## src/rtl/pisc_pkg.sv

```systemverilog
// ============================================================================
// pisc_pkg: shared types and constants of the PI speed controller
// Holds the configuration record, register indexes, the sequencer states and
// the fixed-point constants used by the speed and control arithmetic.
// ============================================================================
package pisc_pkg;

    localparam int PWM_BITS_DEF = 10;

    localparam int CFG_IDX_W  = 3;
    localparam int CFG_DATA_W = 18;
    localparam int DRIVE_W    = 10;
    localparam int SPEED_W    = 16;
    localparam int TIME_W     = 32;
    localparam int INTEG_W    = 28;
    localparam int ERR_W      = 18;
    localparam int MUL_W      = 22;
    localparam int PROD_W     = 2 * MUL_W;
    localparam int SUM_W      = 43;

    // The rpm product divided by 15360 is a shift by 10 and a division by 15,
    // the latter done as a multiply by ceil(2^24 / 15) and a shift by 24.
    localparam int          RPM_SHIFT  = 10;
    localparam logic [20:0] DIV15_RECIP = 21'd1118482;
    localparam int          DIV15_SHIFT = 24;
    localparam logic [23:0] SPEED_SAT_X = 24'd983040;

    localparam logic [15:0] RST_KP        = 16'd461;
    localparam logic [15:0] RST_KI_DT     = 16'd786;
    localparam logic [9:0]  RST_ILIMIT    = 10'd400;
    localparam logic [9:0]  RST_PWM_MAX   = 10'd1023;
    localparam logic [9:0]  RST_PWM_MIN   = 10'd300;
    localparam logic [9:0]  RST_PERIOD    = 10'd20;
    localparam logic [9:0]  RST_STOP_THR  = 10'd10;
    localparam logic [17:0] RST_WHEEL_CIRC = 18'd36191;

    typedef enum logic [CFG_IDX_W-1:0] {
        CFG_KP        = 3'd0,
        CFG_KI_DT     = 3'd1,
        CFG_ILIMIT    = 3'd2,
        CFG_PWM_MAX   = 3'd3,
        CFG_PWM_MIN   = 3'd4,
        CFG_PERIOD    = 3'd5,
        CFG_STOP_THR  = 3'd6,
        CFG_WHEEL_CIRC = 3'd7
    } t_cfg_idx;

    typedef struct packed {
        logic [15:0] kp_q8;
        logic [15:0] ki_dt_q16;
        logic [9:0]  iterm_limit;
        logic [9:0]  pwm_max;
        logic [9:0]  stall_floor;
        logic [9:0]  period_ms;
        logic [9:0]  stop_threshold;
        logic [17:0] wheel_circ_q8;
    } t_cfg;

    typedef enum logic [3:0] {
        S_IDLE,
        S_CHECK,
        S_MUL_SPD,
        S_MUL_DIV,
        S_SPEED,
        S_MUL_KI,
        S_MUL_KP,
        S_SUM,
        S_FINISH,
        S_EMIT
    } t_state;

endpackage

```

## src/rtl/pisc_cfg_regs.sv

```systemverilog
// ============================================================================
// pisc_cfg_regs: configuration register file
// Eight write-only registers loaded from the configuration channel.
// ============================================================================
module pisc_cfg_regs (
    input  logic                                i_clk,
    input  logic                                i_rst_n,
    input  logic                                i_cfg_valid,
    input  logic [pisc_pkg::CFG_IDX_W-1:0]      i_cfg_index,
    input  logic [pisc_pkg::CFG_DATA_W-1:0]     i_cfg_data,
    output pisc_pkg::t_cfg                      o_cfg
);

    pisc_pkg::t_cfg r_cfg;

    always_ff @(posedge i_clk) begin
        if (!i_rst_n) begin
            r_cfg.kp_q8          <= pisc_pkg::RST_KP;
            r_cfg.ki_dt_q16      <= pisc_pkg::RST_KI_DT;
            r_cfg.iterm_limit    <= pisc_pkg::RST_ILIMIT;
            r_cfg.pwm_max        <= pisc_pkg::RST_PWM_MAX;
            r_cfg.stall_floor    <= pisc_pkg::RST_PWM_MIN;
            r_cfg.period_ms      <= pisc_pkg::RST_PERIOD;
            r_cfg.stop_threshold <= pisc_pkg::RST_STOP_THR;
            r_cfg.wheel_circ_q8  <= pisc_pkg::RST_WHEEL_CIRC;
        end else if (i_cfg_valid) begin
            case (pisc_pkg::t_cfg_idx'(i_cfg_index))
                pisc_pkg::CFG_KP:         r_cfg.kp_q8          <= i_cfg_data[15:0];
                pisc_pkg::CFG_KI_DT:      r_cfg.ki_dt_q16      <= i_cfg_data[15:0];
                pisc_pkg::CFG_ILIMIT:     r_cfg.iterm_limit    <= i_cfg_data[9:0];
                pisc_pkg::CFG_PWM_MAX:    r_cfg.pwm_max        <= i_cfg_data[9:0];
                pisc_pkg::CFG_PWM_MIN:    r_cfg.stall_floor    <= i_cfg_data[9:0];
                pisc_pkg::CFG_PERIOD:     r_cfg.period_ms      <= i_cfg_data[9:0];
                pisc_pkg::CFG_STOP_THR:   r_cfg.stop_threshold <= i_cfg_data[9:0];
                pisc_pkg::CFG_WHEEL_CIRC: r_cfg.wheel_circ_q8  <= i_cfg_data[17:0];
                default: begin
                end
            endcase
        end
    end

    assign o_cfg = r_cfg;

endmodule

```

## src/rtl/pisc_mul.sv

```systemverilog
// ============================================================================
// pisc_mul: shared signed multiplier
// One registered signed multiplier that serves every product of an update.
// ============================================================================
module pisc_mul (
    input  logic                                 i_clk,
    input  logic                                 i_en,
    input  logic signed [pisc_pkg::MUL_W-1:0]    i_a,
    input  logic signed [pisc_pkg::MUL_W-1:0]    i_b,
    output logic signed [pisc_pkg::PROD_W-1:0]   o_prod
);

    logic signed [pisc_pkg::PROD_W-1:0] r_prod;

    always_ff @(posedge i_clk) begin
        if (i_en) begin
            r_prod <= i_a * i_b;
        end
    end

    assign o_prod = r_prod;

endmodule

```

## src/rtl/pi_speed_controller.sv

```systemverilog
// ============================================================================
// pi_speed_controller: PI wheel-speed controller with anti-windup
// Scheduled PI update of a motor drive value from a speed target and a
// measured wheel rpm, in fixed point, built around one shared multiplier.
// ============================================================================
// Input channel (i_in_valid / o_in_stall) takes one sample: a function code,
// a millisecond timestamp, a signed target speed and the wheel rpm. Every
// sample produces exactly one result on the output channel (o_out_valid /
// i_out_stall): the last measured speed, the drive value now applied and a
// flag that tells whether this sample wrote a new drive value.
// A sample that is not due, carries a negative target or clears the
// integrator goes from the check state straight to the emit state; a full
// control step also walks the speed, sum and finish states. The sequencer
// walks four products (rpm times circumference, division by 15, integral
// term, proportional term) through the single multiplier, and o_in_stall
// stays high until the result is loaded, so no new sample enters before then.
// The result sits in an output register; the next sample is taken while it
// waits, and its own result is held back while the receiver stalls.
// Reset restores the default configuration, clears the integrator, schedule
// mark, last speed and last drive, and empties the output register.
// Configuration writes are always taken (o_cfg_ready is high).
// ============================================================================
module pi_speed_controller #(
    parameter int PWM_BITS = pisc_pkg::PWM_BITS_DEF
) (
    input  logic                               i_clk,
    input  logic                               i_rst_n,
    input  logic                               i_in_valid,
    output logic                               o_in_stall,
    input  logic                               i_func,
    input  logic [31:0]                        i_now_ms,
    input  logic signed [15:0]                 i_target_speed_mm_s,
    input  logic [15:0]                        i_wheel_rpm,
    output logic                               o_out_valid,
    input  logic                               i_out_stall,
    output logic [15:0]                        o_measured_speed_mm_s,
    output logic [PWM_BITS-1:0]                o_drive_pwm,
    output logic                               o_drive_written,
    input  logic                               i_cfg_valid,
    output logic                               o_cfg_ready,
    input  logic [pisc_pkg::CFG_IDX_W-1:0]     i_cfg_index,
    input  logic [pisc_pkg::CFG_DATA_W-1:0]    i_cfg_data
);

    pisc_pkg::t_cfg   w_cfg;
    pisc_pkg::t_state r_state, n_state;

    logic                                    r_func, n_func;
    logic [31:0]                             r_now, n_now;
    logic [15:0]                             r_target, n_target;
    logic [15:0]                             r_rpm, n_rpm;
    logic [31:0]                             r_next_due, n_next_due;
    logic signed [pisc_pkg::INTEG_W-1:0]     r_integ, n_integ;
    logic signed [pisc_pkg::INTEG_W-1:0]     r_integ_new, n_integ_new;
    logic [15:0]                             r_last_speed, n_last_speed;
    logic [pisc_pkg::DRIVE_W-1:0]            r_last_drive, n_last_drive;
    logic                                    r_sat, n_sat;
    logic signed [pisc_pkg::ERR_W-1:0]       r_err, n_err;
    logic signed [pisc_pkg::SUM_W-1:0]       r_sum, n_sum;
    logic                                    r_written, n_written;
    logic                                    r_out_valid, n_out_valid;
    logic [15:0]                             r_out_speed, n_out_speed;
    logic [pisc_pkg::DRIVE_W-1:0]            r_out_drive, n_out_drive;
    logic                                    r_out_written, n_out_written;

    logic                                    w_mul_en;
    logic signed [pisc_pkg::MUL_W-1:0]       w_mul_a, w_mul_b;
    logic signed [pisc_pkg::PROD_W-1:0]      w_prod;

    logic [31:0]                             w_elapsed;
    logic [23:0]                             w_div_x;
    logic [15:0]                             w_speed;
    logic signed [35:0]                      w_isum, w_lim;
    logic signed [pisc_pkg::SUM_W-1:0]       w_pterm, w_iterm;
    logic [25:0]                             w_uq;
    logic [pisc_pkg::DRIVE_W-1:0]            w_u;
    logic                                    w_run;

    pisc_cfg_regs u_cfg (
        .i_clk       (i_clk),
        .i_rst_n     (i_rst_n),
        .i_cfg_valid (i_cfg_valid),
        .i_cfg_index (i_cfg_index),
        .i_cfg_data  (i_cfg_data),
        .o_cfg       (w_cfg)
    );

    pisc_mul u_mul (
        .i_clk  (i_clk),
        .i_en   (w_mul_en),
        .i_a    (w_mul_a),
        .i_b    (w_mul_b),
        .o_prod (w_prod)
    );

    assign w_elapsed = r_now - r_next_due;
    assign w_div_x   = w_prod[33:10];
    assign w_speed   = r_sat ? 16'hFFFF : w_prod[39:24];
    assign w_lim     = signed'({10'd0, w_cfg.iterm_limit, 16'd0});
    assign w_isum    = 36'(r_integ) + 36'(signed'(w_prod[33:0]));
    assign w_pterm   = signed'({w_prod[33], w_prod[33:0], 8'd0});
    assign w_iterm   = 43'(r_integ_new);
    assign w_uq      = r_sum[41:16];
    assign w_u       = r_sum[42] ? '0
                     : (w_uq > 26'(w_cfg.pwm_max)) ? w_cfg.pwm_max : w_uq[9:0];
    assign w_run     = r_target[14:0] > 15'(w_cfg.stop_threshold);

    always_comb begin
        w_mul_en = 1'b0;
        w_mul_a  = '0;
        w_mul_b  = '0;
        case (r_state)
            pisc_pkg::S_MUL_SPD: begin
                w_mul_en = 1'b1;
                w_mul_a  = signed'({6'd0, r_rpm});
                w_mul_b  = signed'({4'd0, w_cfg.wheel_circ_q8});
            end
            pisc_pkg::S_MUL_DIV: begin
                w_mul_en = 1'b1;
                w_mul_a  = signed'({2'd0, w_div_x[19:0]});
                w_mul_b  = signed'({1'b0, pisc_pkg::DIV15_RECIP});
            end
            pisc_pkg::S_MUL_KI: begin
                w_mul_en = 1'b1;
                w_mul_a  = signed'({6'd0, w_cfg.ki_dt_q16});
                w_mul_b  = 22'(r_err);
            end
            pisc_pkg::S_MUL_KP: begin
                w_mul_en = 1'b1;
                w_mul_a  = signed'({6'd0, w_cfg.kp_q8});
                w_mul_b  = 22'(r_err);
            end
            default: begin
            end
        endcase
    end

    always_comb begin
        n_state       = r_state;
        n_func        = r_func;
        n_now         = r_now;
        n_target      = r_target;
        n_rpm         = r_rpm;
        n_next_due    = r_next_due;
        n_integ       = r_integ;
        n_integ_new   = r_integ_new;
        n_last_speed  = r_last_speed;
        n_last_drive  = r_last_drive;
        n_sat         = r_sat;
        n_err         = r_err;
        n_sum         = r_sum;
        n_written     = r_written;
        n_out_valid   = r_out_valid && i_out_stall;
        n_out_speed   = r_out_speed;
        n_out_drive   = r_out_drive;
        n_out_written = r_out_written;
        case (r_state)
            pisc_pkg::S_IDLE: begin
                if (i_in_valid) begin
                    n_func   = i_func;
                    n_now    = i_now_ms;
                    n_target = i_target_speed_mm_s;
                    n_rpm    = i_wheel_rpm;
                    n_state  = pisc_pkg::S_CHECK;
                end
            end
            pisc_pkg::S_CHECK: begin
                n_written = 1'b0;
                if (r_func) begin
                    n_integ      = '0;
                    n_last_drive = '0;
                    n_state      = pisc_pkg::S_EMIT;
                end else if (w_elapsed < 32'(w_cfg.period_ms)) begin
                    n_state = pisc_pkg::S_EMIT;
                end else begin
                    n_next_due = r_next_due + 32'(w_cfg.period_ms);
                    n_state    = r_target[15] ? pisc_pkg::S_EMIT : pisc_pkg::S_MUL_SPD;
                end
            end
            pisc_pkg::S_MUL_SPD: begin
                n_state = pisc_pkg::S_MUL_DIV;
            end
            pisc_pkg::S_MUL_DIV: begin
                n_sat   = w_div_x >= pisc_pkg::SPEED_SAT_X;
                n_state = pisc_pkg::S_SPEED;
            end
            pisc_pkg::S_SPEED: begin
                n_last_speed = w_speed;
                n_err        = signed'({2'd0, r_target}) - signed'({2'd0, w_speed});
                n_state      = pisc_pkg::S_MUL_KI;
            end
            pisc_pkg::S_MUL_KI: begin
                n_state = pisc_pkg::S_MUL_KP;
            end
            pisc_pkg::S_MUL_KP: begin
                if (w_isum > w_lim) begin
                    n_integ_new = 28'(w_lim);
                end else if (w_isum < -w_lim) begin
                    n_integ_new = 28'(-w_lim);
                end else begin
                    n_integ_new = 28'(w_isum);
                end
                n_state = pisc_pkg::S_SUM;
            end
            pisc_pkg::S_SUM: begin
                n_sum   = w_pterm + w_iterm;
                n_state = pisc_pkg::S_FINISH;
            end
            pisc_pkg::S_FINISH: begin
                if (w_run) begin
                    n_integ      = r_integ_new;
                    n_last_drive = (w_u != '0 && w_u < w_cfg.stall_floor)
                                 ? w_cfg.stall_floor : w_u;
                end else begin
                    n_integ      = '0;
                    n_last_drive = '0;
                end
                n_written = 1'b1;
                n_state   = pisc_pkg::S_EMIT;
            end
            pisc_pkg::S_EMIT: begin
                if (!r_out_valid || !i_out_stall) begin
                    n_out_valid   = 1'b1;
                    n_out_speed   = r_last_speed;
                    n_out_drive   = r_last_drive;
                    n_out_written = r_written;
                    n_state       = pisc_pkg::S_IDLE;
                end
            end
            default: begin
                n_state = pisc_pkg::S_IDLE;
            end
        endcase
    end

    always_ff @(posedge i_clk) begin
        if (!i_rst_n) begin
            r_state <= pisc_pkg::S_IDLE;
        end else begin
            r_state <= n_state;
        end
    end

    always_ff @(posedge i_clk) begin
        if (!i_rst_n) begin
            r_next_due   <= '0;
            r_integ      <= '0;
            r_last_speed <= '0;
            r_last_drive <= '0;
            r_out_valid  <= 1'b0;
        end else begin
            r_next_due   <= n_next_due;
            r_integ      <= n_integ;
            r_last_speed <= n_last_speed;
            r_last_drive <= n_last_drive;
            r_out_valid  <= n_out_valid;
        end
    end

    always_ff @(posedge i_clk) begin
        r_func        <= n_func;
        r_now         <= n_now;
        r_target      <= n_target;
        r_rpm         <= n_rpm;
        r_integ_new   <= n_integ_new;
        r_sat         <= n_sat;
        r_err         <= n_err;
        r_sum         <= n_sum;
        r_written     <= n_written;
        r_out_speed   <= n_out_speed;
        r_out_drive   <= n_out_drive;
        r_out_written <= n_out_written;
    end

    assign o_in_stall            = r_state != pisc_pkg::S_IDLE;
    assign o_out_valid           = r_out_valid;
    assign o_measured_speed_mm_s = r_out_speed;
    assign o_drive_pwm           = PWM_BITS'(r_out_drive);
    assign o_drive_written       = r_out_written;
    assign o_cfg_ready           = 1'b1;

endmodule

```

## config.mk

```make
export PLATFORM = sky130hd
export DESIGN_NAME = pi_speed_controller
export DESIGN_NICKNAME = d
export VERILOG_FILES = /design/src/rtl/pisc_pkg.sv /design/src/rtl/pisc_cfg_regs.sv /design/src/rtl/pisc_mul.sv /design/src/rtl/pi_speed_controller.sv
export SDC_FILE = /design/constraint.sdc
export NUM_CORES = 2
export LEC_CHECK = 0
export BUFFER_PORTS_ARGS = -buffer_cell sky130_fd_sc_hd__buf_2
export CAP_MARGIN = 10
export CORE_AREA = 5 5 268 270
export CTS_BUF_LIST = sky130_fd_sc_hd__clkbuf_16
export DETAILED_ROUTE_END_ITERATION = 12
export DIE_AREA = 0 0 273 275
export PLACE_DENSITY_LB_ADDON = 0.12
export SYNTH_ARGS = -nofsm -noshare
export SYNTH_HDL_FRONTEND = slang
export SYNTH_HIERARCHICAL = 1
export SYNTH_SLANG_ARGS = --single-unit
```

## constraint.sdc

```tcl
create_clock -name i_clk -period 11.22 [get_ports i_clk]
set_clock_uncertainty 0.05 [all_clocks]
set_input_delay 0.561 -clock i_clk [delete_from_list [all_inputs] [get_ports i_clk]]
set_output_delay 0.561 -clock i_clk [all_outputs]
set_load 0.005 [all_outputs]
```

==> out/summary.txt <==
Outcome: completed
Pre-antenna DRT Iters: 6
Post-Place Worst Slack: 1590 ps
Fraction of layout cells with a size suffix above 1: 0.0647
Slew Limit Fails: 0
Die width: 273 um
Clk_lat worst skew: 570 ps
Setup ws final: 1430 ps
Relative slew slack: 0.164
Tmin final: 9790 ps
Most common cell after layout, fill and taps aside: inv_1
Final nets: 5,141
WL/cell: 20.9 um
Fmax: 102 MHz
First-pass GRT wire length: 172,000 um
Ant diodes: 0
Die ar.: 0.0751 mm2
Post-DP HPWL: 83,800 um
Bufs on Longest Clock Path: 3
PD cells: 103 mW/mm2
Comb power frac: 0.289
Clock power frac: 0.319
Synth Instances: 4,227
Port-buffer cells: 119
CTS Buf Count: 42
CTS tree: done
DRC: 0
CP Launch Type: register
Synth Warn #: 6
Mapped cell area: 0.0400 mm2
Hold WC Path Type: in2reg
Total power: 4420 uW
MaxCap Viol Count: 0
Grt ovf: 0
Unrepaired setup endpoints after global routing: false
Largest net degree at the start of global routing: 80
Switching part of the total power: 0.339
CTS Root Cell: clkbuf_16
Placed cells: 5,146
Gr usage total: 0.292
IO Count: 121
R2r setup slk: 1430 ps
Mapped Avg Cell Area: 9.45 um2
Crit path DAT: 10,030 ps
Int Pwr: 2920 uW
# fillers: 5,958
Endpoints failing setup: 0
Vias per inst: 5.81
CP required: 11,460 ps
TNS Setup: 0 ps
Final worst path period share: 0.873
Crit path top cell by count: fa_1
Synthesis-to-layout area growth: 6.98%
Worst path slowest cell: nor2_2
# resized after CTS: 0
CTS sink count: 397
Fin Hold WS: 123 ps
Effective utilization at floorplan: 0.577
Tightest Pin Transition: 1250 ps
CP max FO: 24
DRT iter0 DRCs: 2,622
Leakage Power: 0.0199 uW
# rows: 97
Finished Layout Cells: 5,224
Critical path endpoint category: register
Peak VDD IR: 108 uV
Crit Path Category: reg2reg
CTS Hold Bufs: 0
Antenna-violating nets left: 0
Most frequent cells in the layout: inv_1, fa_1, nand2_1
Vias in the first global route: 30.5k
Net Switching: 1500 uW
Chip Height: 275 um
Clock-pin slew of the registers on the worst-case setup and hold paths: 70 ps
Seq pwr share: 0.392
GPL Wtd Cong: 0.955
Max stage delay on crit path: 860 ps
Routed WL: 109,000 um
Final-report hold violation count: 0
Postcts setup bufs: 0
Initial antenna violation count: 0
H-Tree Depth: 2
Vias: 30.3k
Core area: 0.0693 mm2
## critical path, delay by kind of cell, from the launching register on
| kind | cells | cell delay, ps |
|---|---|---|
| fa+ha+maj | 8 | 3900 |
| flops | 1 | 570 |
| compound gates | 7 | 2100 |
| buf+inv | 3 | 160 |
| xor+xnor | 1 | 80 |
| simple gates | 7 | 2690 |
## routing by layer
metal	part of all wire	global-route usage
met4	0.030	0.0755
met2	0.46	0.471
met5	0	0
met3	0.080	0.0565
met1	0.43	0.409
## registers in the layout (all words and copies together), names as in the netlist
register and flops:
u_cfg/o_cfg 100, u_mul/o_prod 40, r_next_due 32, r_now 32
r_integ 28, r_integ_new 28, r_sum 27, r_err 17
o_measured_speed_mm_s 16, r_last_speed 16, r_rpm 16, r_target 16
o_drive_pwm 10, r_last_drive 10, r_state 4, o_drive_written 1
o_out_valid 1, r_func 1, r_sat 1, r_written 1
## layout make-up
type | count | area, um2 | share of cell area
tap | 940 | 1180 | 0.0275
timing repair buffer | 164 | 936 | 0.0219
clock inverter | 31 | 211 | 0.00495
clock buffer | 47 | 1180 | 0.0275
sequential | 397 | 10000 | 0.234
inverter | 660 | 2480 | 0.0580
multi-input combinational | 2985 | 26800 | 0.626
## power by group through the flow
stage / logic, uW / registers [uW] / clock network (uW)
floorplan: 937 / 1710 / 0
CTS: 1260 / 1730 / 1430
finish: 1280 / 1730 / 1410
detailed placement: 1250 / 1760 / 0
global placement: 1240 / 1760 / 0
global route: 1430 / 1740 / 1490
## final timing paths
check / from / endpoint / cells past startpoint
setup / recovery: r_state[1]$_SDFFE_PN0P_ / u_mul/o_prod[36]$_DFFE_PP_ / 26
hold / removal: i_wheel_rpm[9] / r_rpm[9]$_DFFE_PP_ / 1
setup reg to reg: r_state[1]$_SDFFE_PN0P_ / u_mul/o_prod[36]$_DFFE_PP_ / 26
hold reg to reg: r_last_drive[1]$_SDFFE_PN0P_ / o_drive_pwm[1]$_DFFE_PP_ / 0
## stage by stage
step	util	instance area [um2]
finish	0.617	42700
global route	0.617	42700
CTS	0.617	42700
detailed placement	0.597	41400
global placement	0.597	41400
floorplan	-	40000
Power figures use the tool's default switching activity.
